`src/rtl/core/clsr_pkg.sv`:
```
// Package for the combined multiplicative generator with shuffle table.
// Holds generator constants, reciprocals and sequencer enum types.
// No dependencies.
package clsr_pkg;

  localparam int TABLE_SIZE_DEF = 32;

  localparam logic [31:0] MOD_A  = 32'd2147483563;
  localparam logic [31:0] MOD_B  = 32'd2147483399;
  localparam logic [31:0] MUL_A  = 32'd40014;
  localparam logic [31:0] MUL_B  = 32'd40692;
  localparam logic [31:0] QUO_A  = 32'd53668;
  localparam logic [31:0] QUO_B  = 32'd52774;
  localparam logic [31:0] REM_A  = 32'd12211;
  localparam logic [31:0] REM_B  = 32'd3791;
  localparam logic [30:0] SEED_B = 31'd123456789;

  localparam int RECIP_SHIFT = 47;
  localparam int QUO_W       = 16;

  localparam logic [31:0] RECIP_A = 32'((64'd1 << RECIP_SHIFT) / 64'(QUO_A));
  localparam logic [31:0] RECIP_B = 32'((64'd1 << RECIP_SHIFT) / 64'(QUO_B));

  typedef enum logic [3:0] {
    ST_IDLE,
    ST_DIV_EST,
    ST_DIV_MUL,
    ST_DIV_REM,
    ST_DIV_FIX,
    ST_SCH_MUL_A,
    ST_SCH_MUL_R,
    ST_SCH_SUB,
    ST_SCH_WB,
    ST_TAB_READ,
    ST_TAB_DIFF,
    ST_OUT
  } state_t;

  typedef enum logic [1:0] {
    PH_WARM,
    PH_GEN_A,
    PH_GEN_B,
    PH_INDEX
  } phase_t;

endpackage

```
`src/rtl/core/combined_lcg_shuffle_rng_core.sv`:
```
// Combined two-generator random source with shuffle table, one shared multiplier.
// A draw runs a step of generator A, one of generator B and the table-index
// division, then reads the shuffle table and registers the output; start is
// accepted again in the cycle in which done is high. A reseed first runs warm-up
// steps of generator A that fill the shuffle table; start is taken only in idle.
// Reset: generators, shuffle output and table valid bits; receiver cannot stall.
module combined_lcg_shuffle_rng_core #(
  parameter int TABLE_SIZE = clsr_pkg::TABLE_SIZE_DEF
) (
  input  logic        clk,
  input  logic        rst,
  input  logic        start,
  output logic        busy,
  input  logic        op,
  input  logic [30:0] seed_value,
  output logic        done,
  output logic [30:0] random_value
);

  localparam int IDX_W = $clog2(TABLE_SIZE);
  localparam int CNT_W = $clog2(TABLE_SIZE + 8);
  localparam int QW    = clsr_pkg::QUO_W;
  localparam int RS    = clsr_pkg::RECIP_SHIFT;

  localparam logic [31:0] BUCKET =
    32'(64'd1 + 64'(clsr_pkg::MOD_A - 32'd1) / 64'(TABLE_SIZE));
  localparam logic [31:0] RECIP_IDX = 32'((64'd1 << RS) / 64'(BUCKET));
  localparam logic [QW-1:0] IDX_MAX = QW'(TABLE_SIZE - 1);

  clsr_pkg::state_t state, state_next;
  clsr_pkg::phase_t phase;

  logic [30:0]        fg;
  logic [30:0]        sg;
  logic [30:0]        shuf_out;
  logic [CNT_W-1:0]   cnt;
  logic [30:0]        x;
  logic [63:0]        prod;
  logic [QW-1:0]      quo;
  logic [31:0]        rem;
  logic [31:0]        p1;
  logic signed [32:0] diff;
  logic signed [32:0] odiff;
  logic [IDX_W-1:0]   idx;

  logic [30:0]           shuf_mem [TABLE_SIZE];
  logic [TABLE_SIZE-1:0] ent_valid;
  logic [30:0]           rd_data;
  logic                  rd_hit;

  logic [31:0]      mul_x, mul_y;
  logic [63:0]      mul_p;
  logic             sel_a;
  logic [31:0]      dconst, rconst, mconst, qrem, modc;
  logic [32:0]      wb_sum;
  logic [30:0]      gen_res;
  logic [IDX_W-1:0] idx_clamp;
  logic [30:0]      tab_val;
  logic [32:0]      osum;
  logic [30:0]      seed_eff;
  logic             wr_en;
  logic [IDX_W-1:0] wr_addr;
  logic [30:0]      wr_data;

  assign busy     = (state != clsr_pkg::ST_IDLE);
  assign sel_a    = (phase != clsr_pkg::PH_GEN_B);
  assign dconst   = (phase == clsr_pkg::PH_INDEX) ? BUCKET :
                    (sel_a ? clsr_pkg::QUO_A : clsr_pkg::QUO_B);
  assign rconst   = (phase == clsr_pkg::PH_INDEX) ? RECIP_IDX :
                    (sel_a ? clsr_pkg::RECIP_A : clsr_pkg::RECIP_B);
  assign mconst   = sel_a ? clsr_pkg::MUL_A : clsr_pkg::MUL_B;
  assign qrem     = sel_a ? clsr_pkg::REM_A : clsr_pkg::REM_B;
  assign modc     = sel_a ? clsr_pkg::MOD_A : clsr_pkg::MOD_B;
  assign mul_p    = mul_x * mul_y;
  assign wb_sum   = diff[32] ? 33'(diff + $signed({1'b0, modc})) : 33'(diff);
  assign gen_res  = wb_sum[30:0];
  assign idx_clamp = (quo > IDX_MAX) ? IDX_MAX[IDX_W-1:0] : quo[IDX_W-1:0];
  assign tab_val  = rd_hit ? rd_data : 31'd0;
  assign osum     = (odiff < 33'sd1) ? 33'(odiff + $signed({1'b0, clsr_pkg::MOD_A - 32'd1}))
                                     : 33'(odiff);
  assign seed_eff = (seed_value == 31'd0) ? 31'd1 : seed_value;

  always_comb begin
    state_next = state;
    unique case (state)
      clsr_pkg::ST_IDLE:      if (start) state_next = clsr_pkg::ST_DIV_EST;
      clsr_pkg::ST_DIV_EST:   state_next = clsr_pkg::ST_DIV_MUL;
      clsr_pkg::ST_DIV_MUL:   state_next = clsr_pkg::ST_DIV_REM;
      clsr_pkg::ST_DIV_REM:   state_next = clsr_pkg::ST_DIV_FIX;
      clsr_pkg::ST_DIV_FIX:   state_next = (phase == clsr_pkg::PH_INDEX) ?
                                           clsr_pkg::ST_TAB_READ : clsr_pkg::ST_SCH_MUL_A;
      clsr_pkg::ST_SCH_MUL_A: state_next = clsr_pkg::ST_SCH_MUL_R;
      clsr_pkg::ST_SCH_MUL_R: state_next = clsr_pkg::ST_SCH_SUB;
      clsr_pkg::ST_SCH_SUB:   state_next = clsr_pkg::ST_SCH_WB;
      clsr_pkg::ST_SCH_WB:    state_next = clsr_pkg::ST_DIV_EST;
      clsr_pkg::ST_TAB_READ:  state_next = clsr_pkg::ST_TAB_DIFF;
      clsr_pkg::ST_TAB_DIFF:  state_next = clsr_pkg::ST_OUT;
      clsr_pkg::ST_OUT:       state_next = clsr_pkg::ST_IDLE;
      default:                state_next = clsr_pkg::ST_IDLE;
    endcase
  end

  always_comb begin
    mul_x   = 32'd0;
    mul_y   = 32'd0;
    wr_en   = 1'b0;
    wr_addr = idx;
    wr_data = fg;
    unique case (state)
      clsr_pkg::ST_DIV_EST: begin
        mul_x = {1'b0, x};
        mul_y = rconst;
      end
      clsr_pkg::ST_DIV_MUL: begin
        mul_x = 32'(prod[RS +: QW]);
        mul_y = dconst;
      end
      clsr_pkg::ST_SCH_MUL_A: begin
        mul_x = rem;
        mul_y = mconst;
      end
      clsr_pkg::ST_SCH_MUL_R: begin
        mul_x = 32'(quo);
        mul_y = qrem;
      end
      clsr_pkg::ST_SCH_WB: begin
        wr_en   = (phase == clsr_pkg::PH_WARM) && (cnt < CNT_W'(TABLE_SIZE));
        wr_addr = cnt[IDX_W-1:0];
        wr_data = gen_res;
      end
      clsr_pkg::ST_OUT: begin
        wr_en   = 1'b1;
        wr_addr = idx;
        wr_data = fg;
      end
      default: begin
      end
    endcase
  end

  always_ff @(posedge clk) begin
    if (wr_en) begin
      shuf_mem[wr_addr] <= wr_data;
    end
    if (state == clsr_pkg::ST_TAB_READ) begin
      rd_data <= shuf_mem[idx_clamp];
    end
  end

  always_ff @(posedge clk) begin
    if (rst) begin
      ent_valid <= '0;
      rd_hit    <= 1'b0;
    end else begin
      if (wr_en) begin
        ent_valid[wr_addr] <= 1'b1;
      end
      if (state == clsr_pkg::ST_TAB_READ) begin
        rd_hit <= ent_valid[idx_clamp];
      end
    end
  end

  always_ff @(posedge clk) begin
    unique case (state)
      clsr_pkg::ST_DIV_EST, clsr_pkg::ST_SCH_MUL_A: prod <= mul_p;
      clsr_pkg::ST_DIV_MUL: begin
        prod <= mul_p;
        quo  <= prod[RS +: QW];
      end
      clsr_pkg::ST_DIV_REM: rem <= {1'b0, x} - prod[31:0];
      clsr_pkg::ST_DIV_FIX: begin
        if (rem >= dconst) begin
          quo <= quo + QW'(1);
          rem <= rem - dconst;
        end
      end
      clsr_pkg::ST_SCH_MUL_R: begin
        p1   <= prod[31:0];
        prod <= mul_p;
      end
      clsr_pkg::ST_SCH_SUB:  diff  <= $signed({1'b0, p1}) - $signed({1'b0, prod[31:0]});
      clsr_pkg::ST_TAB_READ: idx   <= idx_clamp;
      clsr_pkg::ST_TAB_DIFF: odiff <= $signed({2'b0, tab_val}) - $signed({2'b0, sg});
      default: begin
      end
    endcase
  end

  always_ff @(posedge clk) begin
    if (rst) begin
      state        <= clsr_pkg::ST_IDLE;
      phase        <= clsr_pkg::PH_GEN_A;
      cnt          <= '0;
      fg           <= 31'd1;
      sg           <= clsr_pkg::SEED_B;
      shuf_out     <= 31'd0;
      done         <= 1'b0;
      random_value <= 31'd0;
      x            <= 31'd0;
    end else begin
      state <= state_next;
      done  <= 1'b0;
      unique case (state)
        clsr_pkg::ST_IDLE: begin
          if (start) begin
            if (op) begin
              fg    <= seed_eff;
              sg    <= seed_eff;
              x     <= seed_eff;
              cnt   <= CNT_W'(TABLE_SIZE + 7);
              phase <= clsr_pkg::PH_WARM;
            end else begin
              x     <= fg;
              phase <= clsr_pkg::PH_GEN_A;
            end
          end
        end
        clsr_pkg::ST_SCH_WB: begin
          unique case (phase)
            clsr_pkg::PH_WARM: begin
              fg <= gen_res;
              x  <= gen_res;
              if (cnt == '0) begin
                shuf_out <= gen_res;
                phase    <= clsr_pkg::PH_GEN_A;
              end else begin
                cnt <= cnt - CNT_W'(1);
              end
            end
            clsr_pkg::PH_GEN_A: begin
              fg    <= gen_res;
              x     <= sg;
              phase <= clsr_pkg::PH_GEN_B;
            end
            clsr_pkg::PH_GEN_B: begin
              sg    <= gen_res;
              x     <= shuf_out;
              phase <= clsr_pkg::PH_INDEX;
            end
            default: begin
            end
          endcase
        end
        clsr_pkg::ST_OUT: begin
          shuf_out     <= osum[30:0];
          random_value <= osum[30:0];
          done         <= 1'b1;
        end
        default: begin
        end
      endcase
    end
  end

endmodule
```
`config.mk`:
```
export PLATFORM = sky130hd
export DESIGN_NAME = combined_lcg_shuffle_rng_core
export DESIGN_NICKNAME = d
export VERILOG_FILES = /design/src/rtl/core/clsr_pkg.sv /design/src/rtl/core/combined_lcg_shuffle_rng_core.sv
export SDC_FILE = /design/constraint.sdc
export NUM_CORES = 2
export LEC_CHECK = 0
export BUFFER_PORTS_ARGS = -buffer_cell sky130_fd_sc_hd__buf_4
export CAP_MARGIN = 20
export CORE_MARGIN = 10
export CORE_UTILIZATION = 32
export DETAILED_ROUTE_END_ITERATION = 8
export PLACE_DENSITY = 0.51
export SYNTH_ARGS = -nofsm -noshare
export SYNTH_HDL_FRONTEND = slang
export SYNTH_SLANG_ARGS = --single-unit
```
`constraint.sdc`:
```
create_clock -name clk -period 16.28 [get_ports clk]
set_clock_uncertainty 0.15 [all_clocks]
set_input_delay 0 -clock clk [delete_from_list [all_inputs] [get_ports clk]]
set_output_delay 0 -clock clk [all_outputs]
set_load 0.01 [all_outputs]
```
Word level (Yosys, flattened, before mapping)
Memory sizes are Yosys's and may differ from the RTL's. A register that Yosys moved wholly into a read port is not among the register bits.
Index checks and enable logic that the tools add are counted.
- add/sub/neg operators: 8
- bitwise operators: 1
- multipliers: 1
- reduce and logical (&&, ||, !) cells: 21
- equality and inequality tests: 25
- muxes and demuxes: 54
- magnitude comparators: 7
- operators by type and width (cell ; number):
    31-bit 2-to-1 mux ; 13
    32-bit case mux with 4 select lines ; 2
    31-bit case mux with 2 select lines ; 4
    31-bit case mux with 3 select lines ; 1
    32-bit 2-to-1 mux ; 2
    32-bit case mux with 2 select lines ; 1
    32-bit by 32-bit multiplier with 63-bit output ; 1
    26-bit 2-to-1 mux ; 2
    4-bit case mux with 11 select lines ; 1
    32-bit by 32-bit subtractor with 33-bit output ; 1
    32-bit by 26-bit greater-or-equal comparator with 1-bit output ; 1
    32-bit by 2-bit < comparator with 1-bit output (second input constant) ; 1
    32-bit bitwise OR ; 1
    16-bit case mux with 2 select lines ; 1
    31-bit by 31-bit subtractor with 32-bit output ; 1
    31-bit by 32-bit subtractor with 32-bit output ; 1
    32-bit by 26-bit subtractor with 32-bit output ; 1
    31-bit by 8-bit adder with 31-bit output (second input constant) ; 1
    31-bit by 9-bit adder with 31-bit output ; 1
    31-bit zero test ; 1
    6-bit 2-to-1 mux ; 4
    16-bit by 1-bit adder with 16-bit output (second input constant) ; 1
    4-bit by 3-bit == test with 1-bit output (second input constant) ; 4
    4-bit == test (second input constant) ; 4
    other kinds (40) ; 66
- word-level logic and storage cells: 136
- bits in writable memories: 992
- memories kept: 1
- output and inout bits: 33
- bits in registers: 414
- bits of input ports: 35
- memory list (name ; words ; width ; read ports ; clocked after memory_dff ; wr ports ; RTL line ; RTL):
    shuf_mem ; 32 ; 31 ; 1 ; 1 ; 1 ; combined_lcg_shuffle_rng_core.sv:46 ; logic [30:0] shuf_mem [TABLE_SIZE];

Longest topological paths before layout
- depth after elaboration: 7
- gate-level depth with buffers: 38

Worst setup path before layout
OpenSTA, ideal clock, no wires.
- path type: reg-to-reg
- start point: register state[3]
- end point: register prod[60] (data pin)
- data arrival time: 9.260 ns
- setup time: 0.264 ns
- setup slack: 6.606 ns
- cell stages (with the launch flop): 31
- required time: 15.866 ns
- cell sequence: dfxtp_1 -> clkbuf_1 -> nor2_1 -> nand3_1 -> inv_1 -> clkbuf_1 -> clkbuf_1 -> nor2_1 -> nor2_1 -> inv_1 -> fa_1 -> fa_1 -> inv_1 -> fa_1 -> fa_1 -> fa_1 -> fa_1 -> fa_1 -> inv_1 -> fa_1 -> inv_1 -> ha_1 -> a21o_1 -> o211a_1 -> a211o_1 -> and3_1 -> o21bai_1 -> a31oi_1 -> a221o_1 -> a221oi_1 -> xnor2_1
- cells in the longest elaborated chain, start to end: 3
- ends and longest elaborated chain (item ; RTL line ; RTL):
    from (decl) ; combined_lcg_shuffle_rng_core.sv:30 ; clsr_pkg::state_t state, state_next;
    from (signal assigned) ; combined_lcg_shuffle_rng_core.sv:192 ; state <= clsr_pkg::ST_IDLE;
    from (signal assigned) ; combined_lcg_shuffle_rng_core.sv:202 ; state <= state_next;
    4-bit by 3-bit == test with 1-bit output (tied with other cells) ; combined_lcg_shuffle_rng_core.sv:109 ; unique case (state)
    32-bit case mux with 4 select lines ; combined_lcg_shuffle_rng_core.sv:109 ;
    32-bit by 32-bit multiplier with 63-bit output * ; combined_lcg_shuffle_rng_core.sv:74 ; assign mul_p = mul_x * mul_y;
    net mul_p[60] ; combined_lcg_shuffle_rng_core.sv:52 ; logic [63:0] mul_p;
    to (signal assigned) ; combined_lcg_shuffle_rng_core.sv:166 ; clsr_pkg::ST_DIV_EST, clsr_pkg::ST_SCH_MUL_A: prod <= mul_p;
    to (signal assigned) ; combined_lcg_shuffle_rng_core.sv:168 ; prod <= mul_p;
    to (signal assigned) ; combined_lcg_shuffle_rng_core.sv:180 ; prod <= mul_p;
    to (decl) ; combined_lcg_shuffle_rng_core.sv:38 ; logic [63:0] prod;
The timed path passes the listed nets; every way through them passes the cells marked *.
A chain may end at the register's enable or synchronous reset.

Worst setup path in the final report
- start point: register phase[1]
- end point: register prod[62] (data pin)
- cells in the longest elaborated chain, start to end: 5
- ends and longest elaborated chain (item ; RTL line ; RTL):
    from (decl) ; combined_lcg_shuffle_rng_core.sv:31 ; clsr_pkg::phase_t phase;
    from (signal assigned) ; combined_lcg_shuffle_rng_core.sv:193 ; phase <= clsr_pkg::PH_GEN_A;
    from (signal assigned) ; combined_lcg_shuffle_rng_core.sv:212 ; phase <= clsr_pkg::PH_WARM;
    from (signal assigned) ; combined_lcg_shuffle_rng_core.sv:215 ; phase <= clsr_pkg::PH_GEN_A;
    2-bit inequality test ; combined_lcg_shuffle_rng_core.sv:66 ; assign sel_a = (phase != clsr_pkg::PH_GEN_B);
    26-bit 2-to-1 mux / 13-bit 2-to-1 mux (equally long branches) ; combined_lcg_shuffle_rng_core.sv:70, combined_lcg_shuffle_rng_core.sv:68 ;
    32-bit 2-to-1 mux / 26-bit 2-to-1 mux (equally long branches) ; combined_lcg_shuffle_rng_core.sv:69, combined_lcg_shuffle_rng_core.sv:67 ;
    32-bit case mux with 4 select lines * ; combined_lcg_shuffle_rng_core.sv:109 ;
    32-bit by 32-bit multiplier with 63-bit output * ; combined_lcg_shuffle_rng_core.sv:74 ;
    net mul_p[62] ; combined_lcg_shuffle_rng_core.sv:52 ;
Marks and branches as above.

==> flow_metrics.tcl <==
set metrics [dict create \
    status "completed" \
    syn_area_mm2 0.09289 \
    powerDensity_mw_per_mm2 93.11 \
    cts_tree "yes" \
    hold_slack_ps 49.27 \
    route.detailed.drc 0 \
    cts_buffers 152 \
    relSlewSlack_pct 15.49 \
    rows 197 \
    yosys-top-cells-area "edfxtp_1, fa_1, ha_1" \
    peakVddDrop_mv 0.1020 \
    leakage_nw 42.50 \
    yosysTopAreaCell "edfxtp_1" \
    post_cts_resized 0 \
    finalInstanceArea_mm2 0.1046 \
    ys_seq_area_share_pct 43.77 \
    worst_pin_slew_ps 1266 \
    critPathLaunchType "register" \
    max_stage_delay_ps 780 \
    cts-hold-fix-buffers 69 \
    gp_congestion 0.9764 \
    antenna_found_initial 6 \
    cp.required_ps 16650 \
    grt_pass1_vias 68770 \
    synth.most_common_cell "nand2_1" \
    fmax_mhz 85.56 \
    maxCapViolCount 0 \
    drtAntennaViolNets 0 \
    io_buffer_count 67 \
    finalCritPeriodShare_pct 71.79 \
    wl_mm 331.3 \
    finalSetupViolCount 0 \
    min_path_type "in2reg" \
    cts_buffer_depth 3 \
    via_count 67720 \
    overflow 0 \
    clk_latency_ps 810 \
    finalHoldViolations 0 \
    synth_edf_count 1220 \
    grt_max_degree 160 \
    ys_warn_count 0 \
    synth_xor_area_share_pct 2.121 \
    synth_compound_area_share_pct 10.06 \
    netlist_instances 8760 \
    path_clk_slew_ps 60 \
    cp_max_fo 23 \
    die_h_um 558.8 \
    slowest_stage "or3_1" \
    clock-sinks 1421 \
    vias_per_cell 5.270 \
    synth_top_area_share_pct 39.44 \
    drive_above_1_share_pct 6.960 \
    worst_path_most_repeated_cell "fa_1" \
    syn_to_final_growth_pct 12.60 \
    finish.net_count 10120 \
    synth-async-reset-ratio_pct 0 \
    initialDrtViolationCount 6493 \
    cts_root_buffer "clkbuf_16" \
    critPathKind "reg2reg" \
    die_area_mm2 0.3122 \
    synth_top_family_by_area "adder cells" \
    arrival_ps 12050 \
    yosys_most_used_dff "edfxtp_1" \
    syn_avg_cell_area_um2 10.60 \
    start_util_pct 32.18 \
    grt_usage_pct 20.77 \
    dpl_cell_area_mm2 0.09878 \
    wl_per_cell_um 25.78 \
    netlist_top_cells_count "nand2_1, edfxtp_1, inv_1, fa_1, nor2_1" \
    drt-pass1-iter-count 6 \
    grt_pass1_wl_mm 482.8 \
    fp.coreArea_mm2 0.2886 \
    h-tree-depth 4 \
    synth_cell_type_count 86 \
    rsz0062_at_grt "false" \
    period_needed_ps 11690 \
    synthAdderAreaFrac_pct 23.42 \
    synthSimpleGateAreaFrac_pct 13.95 \
    fin_tns_setup_ps 0 \
    synth-seq-cells 1421 \
    end_kind "register" \
    hpwl_mm 234.5 \
    muxShareOfSynthArea_pct 0.5913 \
    die_w_um 558.8 \
    cts_setup_buffers 0 \
    top_level_ports 68 \
    finalMaxSlewViolations 0 \
]
## worst max-delay path, delay by kind of cell (launching register included)
family          cells  cell delay, ps
xor+xnor            1             130
buf+inv             6            1120
compound gates      8            2660
fa+ha+maj          10            5440
flops               1             430
simple gates        5            1440
## through the flow
stage               std cells  worst slack [ps]  utilization [%]  power, W
finish                  12850              4593            36.24  0.009738
global route            12850              4251            36.23   0.01013
CTS                     12840              4742            36.19  0.009774
detailed placement      12490              4788            34.22  0.006248
global placement        12490              4086            34.19  0.006236
floorplan                8820              6606                -  0.005484
## power breakdown
part           internal [W]  switching, W
clock network       0.00194       0.00157
registers           0.00407      0.000117
logic              0.000716       0.00132
## logic make-up (layout without fill, tap and decap cells)
logic type	Yosys count	count (layout)
and+or+nand+nor	2962	2962
buffers and inverters	1501	1647
DFF	1421	1421
AOI/OAI and AO/OA	1355	1355
adders and majority gates	1245	1245
xor gates and xnor gates	225	225
muxes	49	49
other	2	65
## layout by cell type, fill, tap and decap left out, types with 24 or more instances in the layout
| master | Yosys | routed |
|---|---|---|
| o31ai_1 | 48 | 47 |
| o211ai_1 | 51 | 51 |
| nand3_1 | 344 | 344 |
| clkbuf_16 | 0 | 153 |
| clkinv_2 | 0 | 29 |
| xnor2_1 | 134 | 134 |
| buf_4 | 0 | 222 |
| nand2_1 | 1324 | 1323 |
| dfxtp_1 | 201 | 201 |
| nand2b_1 | 32 | 32 |
| a311oi_1 | 193 | 193 |
| conb_1 | 2 | 62 |
| clkbuf_1 | 402 | 27 |
| o311ai_0 | 32 | 32 |
| nor2b_1 | 25 | 25 |
| a21o_1 | 100 | 100 |
| ha_1 | 421 | 420 |
| or2_2 | 24 | 24 |
| nor3_1 | 115 | 105 |
| nand4_1 | 33 | 33 |
| clkinv_1 | 3 | 33 |
| mux2i_1 | 38 | 38 |
| inv_1 | 1057 | 1053 |
| xor2_1 | 91 | 91 |
| a211oi_1 | 163 | 163 |
| nor2_1 | 720 | 660 |
| o21a_1 | 39 | 39 |
| or3_1 | 31 | 30 |
| fa_1 | 823 | 823 |
| and2_1 | 168 | 168 |
| dlygate4sd3_1 | 0 | 69 |
| o21ai_0 | 196 | 194 |
| edfxtp_1 | 1220 | 1220 |
| nor2_4 | 0 | 43 |
| a21oi_1 | 324 | 320 |
| and3_1 | 70 | 69 |
| a31oi_1 | 30 | 30 |
## final timing paths
kind / start / endpoint / slack, ps / cells past startpoint
worst max-delay path: phase[1]$_SDFFE_PP0P_ / prod[62]$_DFFE_PP_ / 4590 / 30
worst min-delay path: seed_value[5] / sg[5]$_SDFFE_PP0P_ / 50 / 4
worst max register to register: phase[1]$_SDFFE_PP0P_ / prod[62]$_DFFE_PP_ / 4590 / 30
worst min register to register: shuf_out[17]$_SDFFE_PP0P_ / shuf_out[17]$_SDFFE_PP0P_ / 300 / 2
## area by class of cell
| cell class | instances | area (um^2) |
|---|---|---|
| antenna | 3 | 7.507 |
| clock buffer | 188 | 4023 |
| clock inverter | 92 | 967.2 |
| fill | 28470 | 184000 |
| inverter | 1061 | 4003 |
| multi-input combinational | 5898 | 47420 |
| sequential | 1421 | 40660 |
| tap | 3880 | 4855 |
| timing repair buffer | 306 | 2663 |
## metal layers
metal	vias to the layer above	GRT usage [%]	wire, um
met4	6	9.389	18270
met5	-	0	37
li1	30000	-	-
met1	34560	27.09	136600
met3	707	2.461	18460
met2	2445	34.68	157900
## sequential cells by signal, summed over array words and instances (netlist names), 31 cells and up
register / count
x: 31
rem: 32
diff: 32
ent_valid: 32
sg: 31
p1: 32
random_value: 31
odiff: 32
rd_data: 31
shuf_out: 31
fg: 31
prod: 48
shuf_mem: 992
(Power assumes the default switching activity.)
